File: src/sv/dcu_pkg.sv
package dcu_pkg;

    // Default width of the value field.
    localparam int VALUE_WIDTH_DEF = 20;

    // Width and saturation limit of the divisor count field.
    localparam int COUNT_WIDTH = 8;
    localparam int COUNT_MAX   = 255;

    typedef enum logic [1:0] {
        ST_IDLE,
        ST_DIV,
        ST_STEP,
        ST_FINISH
    } t_state;

endpackage

File: src/sv/divisor_counter_unit.sv
// Divisor counter: each input beat carries one positive integer and produces
// one output beat with its number of positive divisors (tau). The value is
// factored by trial division with candidates 2, 3, 4, ... generated inside
// the block. Every trial is a bit-serial restoring division of VALUE_WIDTH
// steps in ST_DIV plus one evaluation step in ST_STEP, and the quotient of that
// same division decides when the candidate has passed the square root of
// what is left to factor. One item therefore needs about
// floor(sqrt(value)) + (number of prime factors) trials: a prime near 2^20
// is among the costliest, a highly composite value far cheaper, and a zero
// input goes straight to ST_FINISH with a count of zero as an error code.
// Counts above 255 saturate, which cannot happen at the default width of
// 20 bits. The block works on one item at a time and holds o_stall high
// while it does; a finished count sits in the output register until it is
// taken, and the next input beat is accepted as soon as the count has
// moved there.
module divisor_counter_unit #(
    parameter int VALUE_WIDTH = dcu_pkg::VALUE_WIDTH_DEF
) (
    input  logic                           i_clk,
    input  logic                           i_rst_n,
    input  logic                           i_valid,
    output logic                           o_stall,
    input  logic [VALUE_WIDTH-1:0]         i_value,
    output logic                           o_valid,
    input  logic                           i_stall,
    output logic [dcu_pkg::COUNT_WIDTH-1:0] o_divisor_count
);

    import dcu_pkg::*;

    // Exponent counter must hold VALUE_WIDTH, the largest exponent plus one.
    localparam int EXP_WIDTH  = $clog2(VALUE_WIDTH + 1);
    localparam int CNT_WIDTH  = $clog2(VALUE_WIDTH);
    localparam int MULT_WIDTH = COUNT_WIDTH + EXP_WIDTH;

    t_state                  r_state, n_state;
    logic [VALUE_WIDTH-1:0]  r_m, n_m;          // part of the value still to factor
    logic [VALUE_WIDTH-1:0]  r_d, n_d;          // trial divisor
    logic [VALUE_WIDTH-1:0]  r_a, n_a;          // dividend in, quotient out
    logic [VALUE_WIDTH:0]    r_rem, n_rem;      // partial remainder
    logic [CNT_WIDTH-1:0]    r_cnt, n_cnt;
    logic [EXP_WIDTH-1:0]    r_exp, n_exp;
    logic [COUNT_WIDTH-1:0]  r_prod, n_prod;
    logic                    r_o_valid, n_o_valid;
    logic [COUNT_WIDTH-1:0]  r_o_count, n_o_count;

    logic [VALUE_WIDTH:0]    trial;
    logic                    trial_ge;
    logic [EXP_WIDTH-1:0]    factor;
    logic [MULT_WIDTH-1:0]   mult;
    logic [COUNT_WIDTH-1:0]  sat_prod;
    logic                    out_free;

    // One step of the restoring division: bring down the next dividend bit
    // and subtract the divisor when it fits.
    assign trial    = {r_rem[VALUE_WIDTH-1:0], r_a[VALUE_WIDTH-1]};
    assign trial_ge = (trial >= {1'b0, r_d});

    // The running product only ever grows, so saturating each multiply gives
    // the same result as saturating the final count.
    assign factor   = (r_exp == '0) ? EXP_WIDTH'(2) : r_exp + EXP_WIDTH'(1);
    assign mult     = MULT_WIDTH'(r_prod) * MULT_WIDTH'(factor);
    assign sat_prod = (mult > MULT_WIDTH'(COUNT_MAX)) ? COUNT_WIDTH'(COUNT_MAX)
                                                      : mult[COUNT_WIDTH-1:0];

    assign out_free = !r_o_valid || !i_stall;

    always_ff @(posedge i_clk) begin
        if (!i_rst_n) begin
            r_state   <= ST_IDLE;
            r_o_valid <= 1'b0;
        end else begin
            r_state   <= n_state;
            r_o_valid <= n_o_valid;
        end
        r_m       <= n_m;
        r_d       <= n_d;
        r_a       <= n_a;
        r_rem     <= n_rem;
        r_cnt     <= n_cnt;
        r_exp     <= n_exp;
        r_prod    <= n_prod;
        r_o_count <= n_o_count;
    end

    always_comb begin
        n_state   = r_state;
        n_m       = r_m;
        n_d       = r_d;
        n_a       = r_a;
        n_rem     = r_rem;
        n_cnt     = r_cnt;
        n_exp     = r_exp;
        n_prod    = r_prod;
        n_o_count = r_o_count;
        n_o_valid = r_o_valid && i_stall;

        unique case (r_state)
            ST_IDLE: begin
                if (i_valid) begin
                    n_m    = i_value;
                    n_d    = VALUE_WIDTH'(2);
                    n_a    = i_value;
                    n_rem  = '0;
                    n_cnt  = '0;
                    n_exp  = '0;
                    n_prod = COUNT_WIDTH'(1);
                    if (i_value == '0) begin
                        // Zero has no finite divisor count.
                        n_prod  = '0;
                        n_state = ST_FINISH;
                    end else begin
                        n_state = ST_DIV;
                    end
                end
            end

            ST_DIV: begin
                n_rem = trial_ge ? (trial - {1'b0, r_d}) : trial;
                n_a   = {r_a[VALUE_WIDTH-2:0], trial_ge};
                n_cnt = r_cnt + CNT_WIDTH'(1);
                if (r_cnt == CNT_WIDTH'(VALUE_WIDTH - 1)) begin
                    n_state = ST_STEP;
                end
            end

            ST_STEP: begin
                // Here r_a holds the quotient and r_rem the remainder.
                n_rem   = '0;
                n_cnt   = '0;
                n_state = ST_DIV;
                if (r_exp == '0) begin
                    if (r_d > r_a) begin
                        // The divisor has passed the square root of what is
                        // left, so any remainder above one is a single prime.
                        if (r_m > VALUE_WIDTH'(1)) begin
                            n_prod = sat_prod;
                        end
                        n_state = ST_FINISH;
                    end else if (r_rem == '0) begin
                        n_m   = r_a;
                        n_a   = r_a;
                        n_exp = EXP_WIDTH'(1);
                    end else begin
                        n_d = r_d + VALUE_WIDTH'(1);
                        n_a = r_m;
                    end
                end else begin
                    if (r_rem == '0) begin
                        n_m   = r_a;
                        n_a   = r_a;
                        n_exp = r_exp + EXP_WIDTH'(1);
                    end else begin
                        // The exponent of this divisor is complete.
                        n_prod = sat_prod;
                        n_exp  = '0;
                        n_d    = r_d + VALUE_WIDTH'(1);
                        n_a    = r_m;
                    end
                end
            end

            ST_FINISH: begin
                if (out_free) begin
                    n_o_valid = 1'b1;
                    n_o_count = r_prod;
                    n_state   = ST_IDLE;
                end
            end

            default: begin
                n_state = ST_IDLE;
            end
        endcase
    end

    assign o_stall         = (r_state != ST_IDLE);
    assign o_valid         = r_o_valid;
    assign o_divisor_count = r_o_count;

endmodule

File: config.mk
export PLATFORM = sky130hd
export DESIGN_NAME = divisor_counter_unit
export DESIGN_NICKNAME = d
export VERILOG_FILES = /design/src/sv/dcu_pkg.sv /design/src/sv/divisor_counter_unit.sv
export SDC_FILE = /design/constraint.sdc
export NUM_CORES = 1
export LEC_CHECK = 0
export BUFFER_PORTS_ARGS = -buffer_cell sky130_fd_sc_hd__buf_2
export CAP_MARGIN = 20
export CORE_MARGIN = 1.5
export CORE_UTILIZATION = 50
export DETAILED_ROUTE_END_ITERATION = 10
export PLACE_DENSITY = 0.68
export SLEW_MARGIN = 20
export SYNTH_ARGS = -nofsm -noshare
export SYNTH_HDL_FRONTEND = slang
export SYNTH_SLANG_ARGS = --single-unit
File: constraint.sdc
create_clock -name i_clk -period 4.7 [get_ports i_clk]
set_clock_uncertainty 0.1 [all_clocks]
set_input_delay 0.47 -clock i_clk [delete_from_list [all_inputs] [get_ports i_clk]]
set_output_delay 0.47 -clock i_clk [all_outputs]
set_load 0.05 [all_outputs]
### After elaboration in Yosys (flattened, before gate mapping)

Index checks and enable logic that the tools add are counted.

| storage, ports and cells | value |
|---|---|
| bits in registers | 110 |
| latch bits | 0 |
| memory bits (writable) | 0 |
| ROM bits | 0 |
| input port bits | 24 |
| output and inout bits | 10 |
| memories kept | 0 |

| operators by class | value |
|---|---|
| add/sub/neg operators | 4 |
| multipliers | 1 |
| div/mod/pow operators | 0 |
| $lt $le $gt $ge | 4 |
| equality and inequality tests | 12 |
| shifts and indexed selects | 0 |
| muxes and demuxes | 39 |
| bitwise gates (word level) | 0 |
| reductions and logical operators | 18 |

Operators by type and width:

| operator | number |
|---|---|
| $mux W20 | 8 |
| $pmux W20 S2 | 2 |
| $pmux W21 S3 | 1 |
| $pmux W20 S3 | 1 |
| $mux W8 | 6 |
| $mux W21 | 2 |
| $mux W5 | 6 |
| $ge A21 B20 Y1 | 1 |
| $logic_not A21 Y1 | 1 |
| $sub A21 B20 Y21 | 1 |
| $add A20 B1 Y20 const B | 1 |
| $gt A20 B1 Y1 const B | 1 |
| $gt A20 B20 Y1 | 1 |
| $logic_not A20 Y1 | 1 |
| $pmux W8 S2 | 1 |
| $ne A3 B3 Y1 const B | 5 |
| $pmux W5 S3 | 1 |
| $gt A13 B8 Y1 const B | 1 |
| $mul A8 B5 Y13 | 1 |
| $mux W2 | 6 |
| $add A5 B1 Y5 const B | 2 |
| $pmux W5 S2 | 1 |
| $reduce_and A3 Y1 | 3 |
| $pmux W2 S4 | 1 |
| other kinds (15) | 23 |

### Logic depth before layout (Yosys ltp)

Gate-level depths: netlist of run 1.

| logic depth | value |
|---|---|
| depth after elaboration | 9 |
| depth in mapped cells | 20 |
| depth with buffers taken out | 19 |

### Worst setup path after synthesis of run 1

No wires, ideal clock.

| path | value |
|---|---|
| path type | flip-flop to flip-flop |
| from | register r_exp[0] |
| to | register r_prod[0], data pin |
| setup time | 0.272 ns |
| arrival time | 4.733 ns |
| data required time | 4.328 ns |
| path slack | -0.405 ns |
| cell stages (with the launch flop) | 20 |
| period minus slack after synthesis | 5.105 ns |
| cells stage by stage | edfxtp_1 > inv_1 > ha_1 > nor4b_1 > clkbuf_1 > nor2_1 > nand2_1 > fa_1 > fa_1 > fa_1 > inv_1 > ha_1 > nor2b_1 > o21ai_0 > a21boi_0 > o21a_1 > or3_1 > a211oi_1 > and3_1 > a31oi_1 |

| between the ends | value |
|---|---|
| word-level cells in the longest chain between the ends | 9 |
| elaborated cells on any way between the ends | 11 |
| those cells by class | 1 x add/sub; 1 x mul; 1 x order compare; 7 x mux; 1 x reduce/logical |

RTL lines:

| element | RTL line | source |
|---|---|---|
| from (decl) | divisor_counter_unit.sv:42 | `logic [EXP_WIDTH-1:0] r_exp, n_exp;` |
| from (signal assigned) | divisor_counter_unit.sv:81 | `r_exp <= n_exp;` |
| $add A5 B1 Y5 / $logic_not A5 Y1 (equally long branches) | divisor_counter_unit.sv:61, divisor_counter_unit.sv:132 |  |
| $mux W5 | divisor_counter_unit.sv:61 | `assign factor = (r_exp == '0) ? EXP_WIDTH'(2) : r_exp + EXP_WIDTH'(1);` |
| $mul A8 B5 Y13 | divisor_counter_unit.sv:62 | `assign mult = MULT_WIDTH'(r_prod) * MULT_WIDTH'(factor);` |
| $gt A13 B8 Y1 | divisor_counter_unit.sv:63 | `assign sat_prod = (mult > MULT_WIDTH'(COUNT_MAX)) ? COUNT_WIDTH'(COUNT_MAX)` |
| $mux W8 | divisor_counter_unit.sv:63 |  |
| $mux W8 | divisor_counter_unit.sv:136 | `if (r_m > VALUE_WIDTH'(1)) begin` |
| $mux W8 | divisor_counter_unit.sv:133 | `if (r_d > r_a) begin` |
| $mux W8 * | divisor_counter_unit.sv:132 | `if (r_exp == '0) begin` |
| $pmux W8 S2 * | divisor_counter_unit.sv:98 | `unique case (r_state)` |
| via n_prod[0] | divisor_counter_unit.sv:43 | `logic [COUNT_WIDTH-1:0] r_prod, n_prod;` |
| to (signal assigned) | divisor_counter_unit.sv:82 | `r_prod <= n_prod;` |
| to (decl) | divisor_counter_unit.sv:43 |  |

The timed path passes the listed nets; every way through them passes the cells marked *. The select of a mux whose other input is x is not followed.
A chain may end at the register's enable or synchronous reset.

### Worst setup path in the final report of run 1

Ends and elaborated chain as after synthesis.

==> results.json, run 1 <==
{
  "n_antenna_cell": 0,
  "numClockSinks": 110,
  "syn_inst": 881,
  "wl_per_cell_um": 16.5,
  "whs_ns": 0.291,
  "fillCellCount": 1465,
  "first_global_vias": 6126,
  "layout_common_cells": "edfxtp_1, a21oi_1, inv_1",
  "grt_pass1_wl_mm": 31.3,
  "clockBufferDepth": 2,
  "drcViolationCount": 0,
  "required_ns": 4.69,
  "ys_seq_elements": 110,
  "grt_setup_unrepaired": "true",
  "h-tree-depth": 3,
  "grt_max_degree": 80,
  "setup_viol": 8,
  "synth_top_area_share_pct": 38.3,
  "die-area_um2": 17600,
  "tightest_slew_ns": 0.899,
  "antenna_found_initial": 0,
  "globalRoute.totalOverflow": 0,
  "ys_seq_area_share_pct": 39.0,
  "die_w_um": 133,
  "regArea_um2": 3270,
  "cts-buffers-inserted": 9,
  "multi_input_area_um2": 4890,
  "drive_above_1_share_pct": 15.5,
  "port_buffers": 33,
  "worstPathArrival_ns": 4.75,
  "ant_nets": 0,
  "cp_common_cell": "fa_1",
  "violations": "setup timing",
  "root_buffer": "clkbuf_16",
  "fin_util_pct": 57.5,
  "synth_warnings": 0,
  "synth_area_per_cell_um2": 9.52,
  "final_nets": 1044,
  "async_flop_share_pct": 0,
  "synth_edf_count": 107,
  "syn_nets": 993,
  "max-cap-violations": 0,
  "core_area_um2": 16500,
  "place_hpwl_mm": 14.0,
  "dp_slack_ns": -0.185,
  "slowest_stage": "fa_1",
  "clk_pin_slew_ns": 0.08,
  "fin_tns_setup_ns": -0.276,
  "place.gp.congestion": 0.850,
  "synth_cell_types": 65,
  "worstHoldPathType": "in2reg",
  "start_kind": "register",
  "max_stage_delay_ns": 0.54,
  "syn_area_um2": 8390,
  "synthTopCellsByArea": "edfxtp_1, ha_1, a21oi_1",
  "status": "complete, but fails checks",
  "fin_crit_ns": 4.76,
  "num_rows": 47,
  "slew_viol_final": 0,
  "crit_chain": "buf_6, ha_4, xnor2_4, nor2_4, nand2_2, fa_1, fa_1, fa_1, inv_2, ha_4, nor2b_4, o21ai_4, a21boi_2, buf_4, or2_4, a31oi_4, mux2i_1, and3_4, a31oi_1",
  "cts_hold_buf": 0,
  "crit_path_max_fanout": 6,
  "worstSetupPathType": "reg2reg",
  "firstDrtPassIters": 5,
  "fin_crit_sh_pct": 101,
  "vias": 6394,
  "fmax_ghz": 0.210,
  "initial_core_util_pct": 51.0,
  "vias_per_cell": 5.53,
  "die_h_um": 133,
  "clkLatencyLatePin_ns": 0.36,
  "initialDrtViolationCount": 434,
  "io_pins": 34,
  "max_slew_margin_pct": 40.0,
  "synth_ff_type": "edfxtp_1",
  "wl_mm": 19.1,
  "final_common_cell": "edfxtp_1",
  "cts_tree": "done",
  "grtUsageTotal_pct": 22.4,
  "synth_top_cell_by_area": "edfxtp_1",
  "worst_setup_path_end_kind": "register",
  "finalHoldViolCount": 0,
  "syn_to_final_growth_pct": 12.9,
  "fin_ws_ns": -0.0590
}
[layer usage]
metal  GRT usage [%]  wire length (µm)  share of wire (%)
met3            3.75               673                3.5
met4            4.15               211                1.1
met2            36.1              8860                 46
met5               0                 0                  0
met1            32.4              9350                 49
[synth_stat cells, types with 5 or more instances]
cell	n
clkbuf_1	18
mux2i_1	26
inv_1	79
nand2_1	68
o21ai_0	20
edfxtp_1	107
ha_1	69
o21a_1	10
or3_1	10
a21o_1	7
fa_1	19
nor2b_1	37
and3_1	8
buf_2	5
nand3_1	19
a21oi_1	89
xnor2_1	32
a211oi_1	7
and2_1	37
nor3_1	22
a21boi_0	9
nand2b_1	6
nor4_1	15
a31oi_1	11
nor2_1	72
nand4_1	9
xor2_1	8
[per-stage QoR]
stage	cell area [µm²]	std cells
4_1_cts	9430	1152
2_1_floorplan	8470	881
6_report	9480	1156
3_3_place_gp	8970	1131
5_1_grt	9480	1156
3_5_place_dp	8970	1131
[what timing repair did]
| action | in CTS | in global routing |
|---|---|---|
| gates resized for setup | 31 | 9 |
| buffers inserted | 6 | 4 |
| pin swaps | 25 | 21 |
| setup endpoints to repair | 8 | 8 |
[registers in the layout (all words and copies together), names as in the netlist]
signal and flops:
r_m 20, r_a 20, r_cnt 5, r_exp 5, r_rem 21, o_valid 1
r_state 2, o_divisor_count 8, r_prod 8, r_d 20
[final timing paths]
path | from | end | slack, ns | depth (start not counted)
setup / recovery | r_exp[0]$_SDFFCE_PN0P_ | r_prod[0]$_DFFE_PP_ | -0.06 | 19
hold / removal | i_rst_n | r_state[0]$_SDFFE_PN0P_ | 0.29 | 2
setup reg to reg | r_exp[0]$_SDFFCE_PN0P_ | r_prod[0]$_DFFE_PP_ | -0.06 | 19
hold reg to reg | r_state[0]$_SDFFE_PN0P_ | r_state[0]$_SDFFE_PN0P_ | 0.49 | 1
[layout make-up]
class,instances,area share [%]
Multi-Input combinational cell,661,51.6
Sequential cell,110,34.5
Tap cell,220,2.91
Clock inverter,6,0.568
Clock buffer,9,2.38
Inverter,79,3.13
Timing Repair Buffer,71,4.83
[critical path, delay by kind of cell (launching register included)]
family	cells	cell delay [ns]
fa+ha+maj	5	1.88
mux	1	0.23
flops	1	0.44
simple gates	5	0.89
buf+inv	3	0.32
xor+xnor	1	0.13
compound gates	4	0.47
[kinds of logic after synthesis]
logic type               share of synthesized area (%)
flip-flops                                        39.0
AO/OA/AOI/OAI                                     13.8
multiplexers                                      3.10
AND/OR/NAND/NOR                                   19.7
XOR/XNOR                                          4.18
adder cells (fa/ha/maj)                           14.8
buffers and inverters                             5.40
Power of run 1 is not shown: default switching activity piles up to over one toggle a cycle in this logic, so the estimate is an artifact.
==> inputs of run 2 (changes only) <==
- ABC_AREA: default -> 1
==> run 2 against run 1 <==
Against the previous run: setup slack improved by 0.27 ns; sequential share of layout area decreased by 0.98 points; via count increased by 22%; first-iteration DRC count increased by 39%; final area increased by 2.9%; global-route usage increased by 3.1 points; highest routed layer unchanged; routed wire length increased by 20%; worst hold slack got worse by 0.028 ns; synthesized area increased by 6.1%; die area increased by 6.0%; count of clock-buffer cells in the layout unchanged; the run now ends clean; final cell count increased by 23%.
==> results.json, run 2 <==
{
  "status": "finished, final reports clean",
  "worstSetupPathType": "reg2reg",
  "synth_cell_types": 43,
  "regMostFlops": "r_rem",
  "grtUsageTotal_pct": 25.5,
  "reg2regPathDepth": 22,
  "synth_top_cell_by_area": "edfxtp_1",
  "die_w_um": 136,
  "root_buffer": "clkbuf_16",
  "worstPathArrival_ns": 4.52,
  "fin_ws_ns": 0.207,
  "synth_warnings": 0,
  "clockBufferDepth": 2,
  "crit_chain": "inv_1, nor3_2, xor2_1, inv_1, nor2_1, fa_1, fa_1, inv_1, fa_1, inv_1, ha_4, nand2_1, nor2_1, nand2_1, nand3_2, nand2_1, nand2_1, nand2_2, nor2_4, nand4_1, nand2_1, inv_1",
  "finalHoldViolCount": 0,
  "r2r_start": "r_exp[2]$_SDFFCE_PP0P_",
  "num_rows": 48,
  "drive_above_1_share_pct": 9.28,
  "syn_to_final_growth_pct": 9.51,
  "synth_area_per_cell_um2": 7.70,
  "synth_edf_count": 107,
  "fin_crit_ns": 4.49,
  "fin_tns_setup_ns": 0,
  "drcViolationCount": 0,
  "clkLatencyLatePin_ns": 0.37,
  "crit_path_max_fanout": 8,
  "h-tree-depth": 3,
  "port_buffers": 33,
  "slowest_stage": "fa_1",
  "io_pins": 34,
  "final_nets": 1303,
  "worstHoldStart": "i_rst_n",
  "synth_commonest_cells": "nand2_1, inv_1, nor2_1, a21oi_1, edfxtp_1",
  "ys_seq_area_share_pct": 36.8,
  "die_h_um": 136,
  "fin_util_pct": 56.2,
  "wl_per_cell_um": 16.1,
  "rrSetupSlack_ns": 0.21,
  "vias_per_cell": 5.47,
  "die-area_um2": 18600,
  "place_hpwl_mm": 17.3,
  "numClockSinks": 110,
  "place.gp.congestion": 0.904,
  "grt_max_degree": 39,
  "cts_hold_buf": 0,
  "slew_viol_final": 0,
  "vias": 7770,
  "synth_top_area_share_pct": 36.1,
  "synth_ff_type": "edfxtp_1",
  "tightest_slew_ns": 0.939,
  "max_stage_delay_ns": 0.54,
  "worst_setup_path_end_kind": "register",
  "ant_nets": 0,
  "antenna_found_initial": 0,
  "firstDrtPassIters": 5,
  "syn_area_um2": 8910,
  "critPathCapture": "r_prod[0]$_DFFE_PP_",
  "synth.most_common_cell": "nand2_1",
  "cp-startpoint": "r_exp[2]$_SDFFCE_PP0P_",
  "n_antenna_cell": 0,
  "layout_common_cells": "nand2_1, inv_1, nor2_1",
  "globalRoute.totalOverflow": 0,
  "required_ns": 4.73,
  "clk_pin_slew_ns": 0.08,
  "async_flop_share_pct": 0,
  "worstHoldPathType": "in2reg",
  "whs_ns": 0.263,
  "max-cap-violations": 0,
  "cts-buffers-inserted": 9,
  "final_common_cell": "nand2_1",
  "grt_pass1_wl_mm": 36.7,
  "dp_slack_ns": -0.0593,
  "r2r-end": "r_prod[0]$_DFFE_PP_",
  "fin_crit_sh_pct": 95.6,
  "initial_core_util_pct": 51.3,
  "core_area_um2": 17400,
  "cts_tree": "done",
  "synthTopCellsByArea": "edfxtp_1, nand2_1, ha_1",
  "ys_seq_elements": 110,
  "fmax_ghz": 0.223,
  "max_slew_margin_pct": 37.3,
  "first_global_vias": 7069,
  "syn_nets": 1269,
  "setup_viol": 0,
  "start_kind": "register",
  "wl_mm": 22.8,
  "syn_inst": 1157,
  "hold-path-cell-count": 3,
  "initialDrtViolationCount": 602,
  "largest_reg_flops": 21
}
run 2: cell types whose count changed in the layout (fill, tap and decap cells not counted), sizes merged, moves of 36 or more:
cell,delta
o21ai,+49
inv,+124
nand2,+188
nor2b,-37
and2,-36
nor2,+64
run 2: kinds of logic after synthesis:
family / count (synthesis) / synth area share (%)
AO/OA/AOI/OAI: 213 / 13.2
XOR/XNOR: 29 / 2.85
adder cells (fa/ha/maj): 88 / 14.0
buffers and inverters: 231 / 10.2
flip-flops: 110 / 36.8
AND/OR/NAND/NOR: 486 / 23.1
run 2: what timing repair did:
| action | in CTS | in global routing |
|---|---|---|
| setup buffers | 0 | 3 |
| endpoints found under the setup margin | 8 | 8 |
| gates cloned | 0 | 0 |
| endpoints found under the hold margin | 0 | 0 |
| pin swaps | 0 | 11 |
| resized for setup | 1 | 30 |
run 2: routing by layer:
metal | routed length [µm] | global-route usage (%) | share of wire (%) | vias up
met5 | 0 | 0 | 0 | -
met4 | 296 | 7.21 | 1.3 | 0
met3 | 1410 | 3.95 | 6.2 | 22
met2 | 10100 | 37.6 | 44 | 236
met1 | 11100 | 38.6 | 48 | 3631
li1 | - | - | - | 3881
run 2: layout make-up:
| cell class | count | area (µm²) |
|---|---|---|
| Inverter | 206 | 773 |
| Fill cell | 1685 | 7600 |
| Sequential cell | 110 | 3270 |
| Tap cell | 225 | 282 |
| Clock inverter | 7 | 63.8 |
| Multi-Input combinational cell | 816 | 4860 |
| Clock buffer | 9 | 225 |
| Timing Repair Buffer | 48 | 278 |
run 2: critical path: cells and delay by family, from the launching register on:
kind | cells | cell delay [ns]
buf+inv | 5 | 0.39
fa+ha+maj | 4 | 1.83
flops | 1 | 0.40
xor+xnor | 1 | 0.19
simple gates | 12 | 1.35
run 2: how the worst min path moves through the flow:
stage	to
after floorplan	o_divisor_count[0]$_DFFE_PP_
after global placement	o_valid$_SDFF_PN0_
after detailed placement	o_valid$_SDFF_PN0_
after CTS	r_state[0]$_SDFFE_PN0P_
after global routing	o_valid$_SDFF_PN0_
final	r_state[0]$_SDFFE_PN0P_
run 2: per-stage QoR:
| step | cells | area [µm²] |
|---|---|---|
| 2_1_floorplan | 1157 | 8910 |
| 3_3_place_gp | 1402 | 9310 |
| 3_5_place_dp | 1402 | 9310 |
| 4_1_cts | 1418 | 9600 |
| 5_1_grt | 1421 | 9750 |
| 6_report | 1421 | 9750 |
Power of run 2 is left out for the same reason.
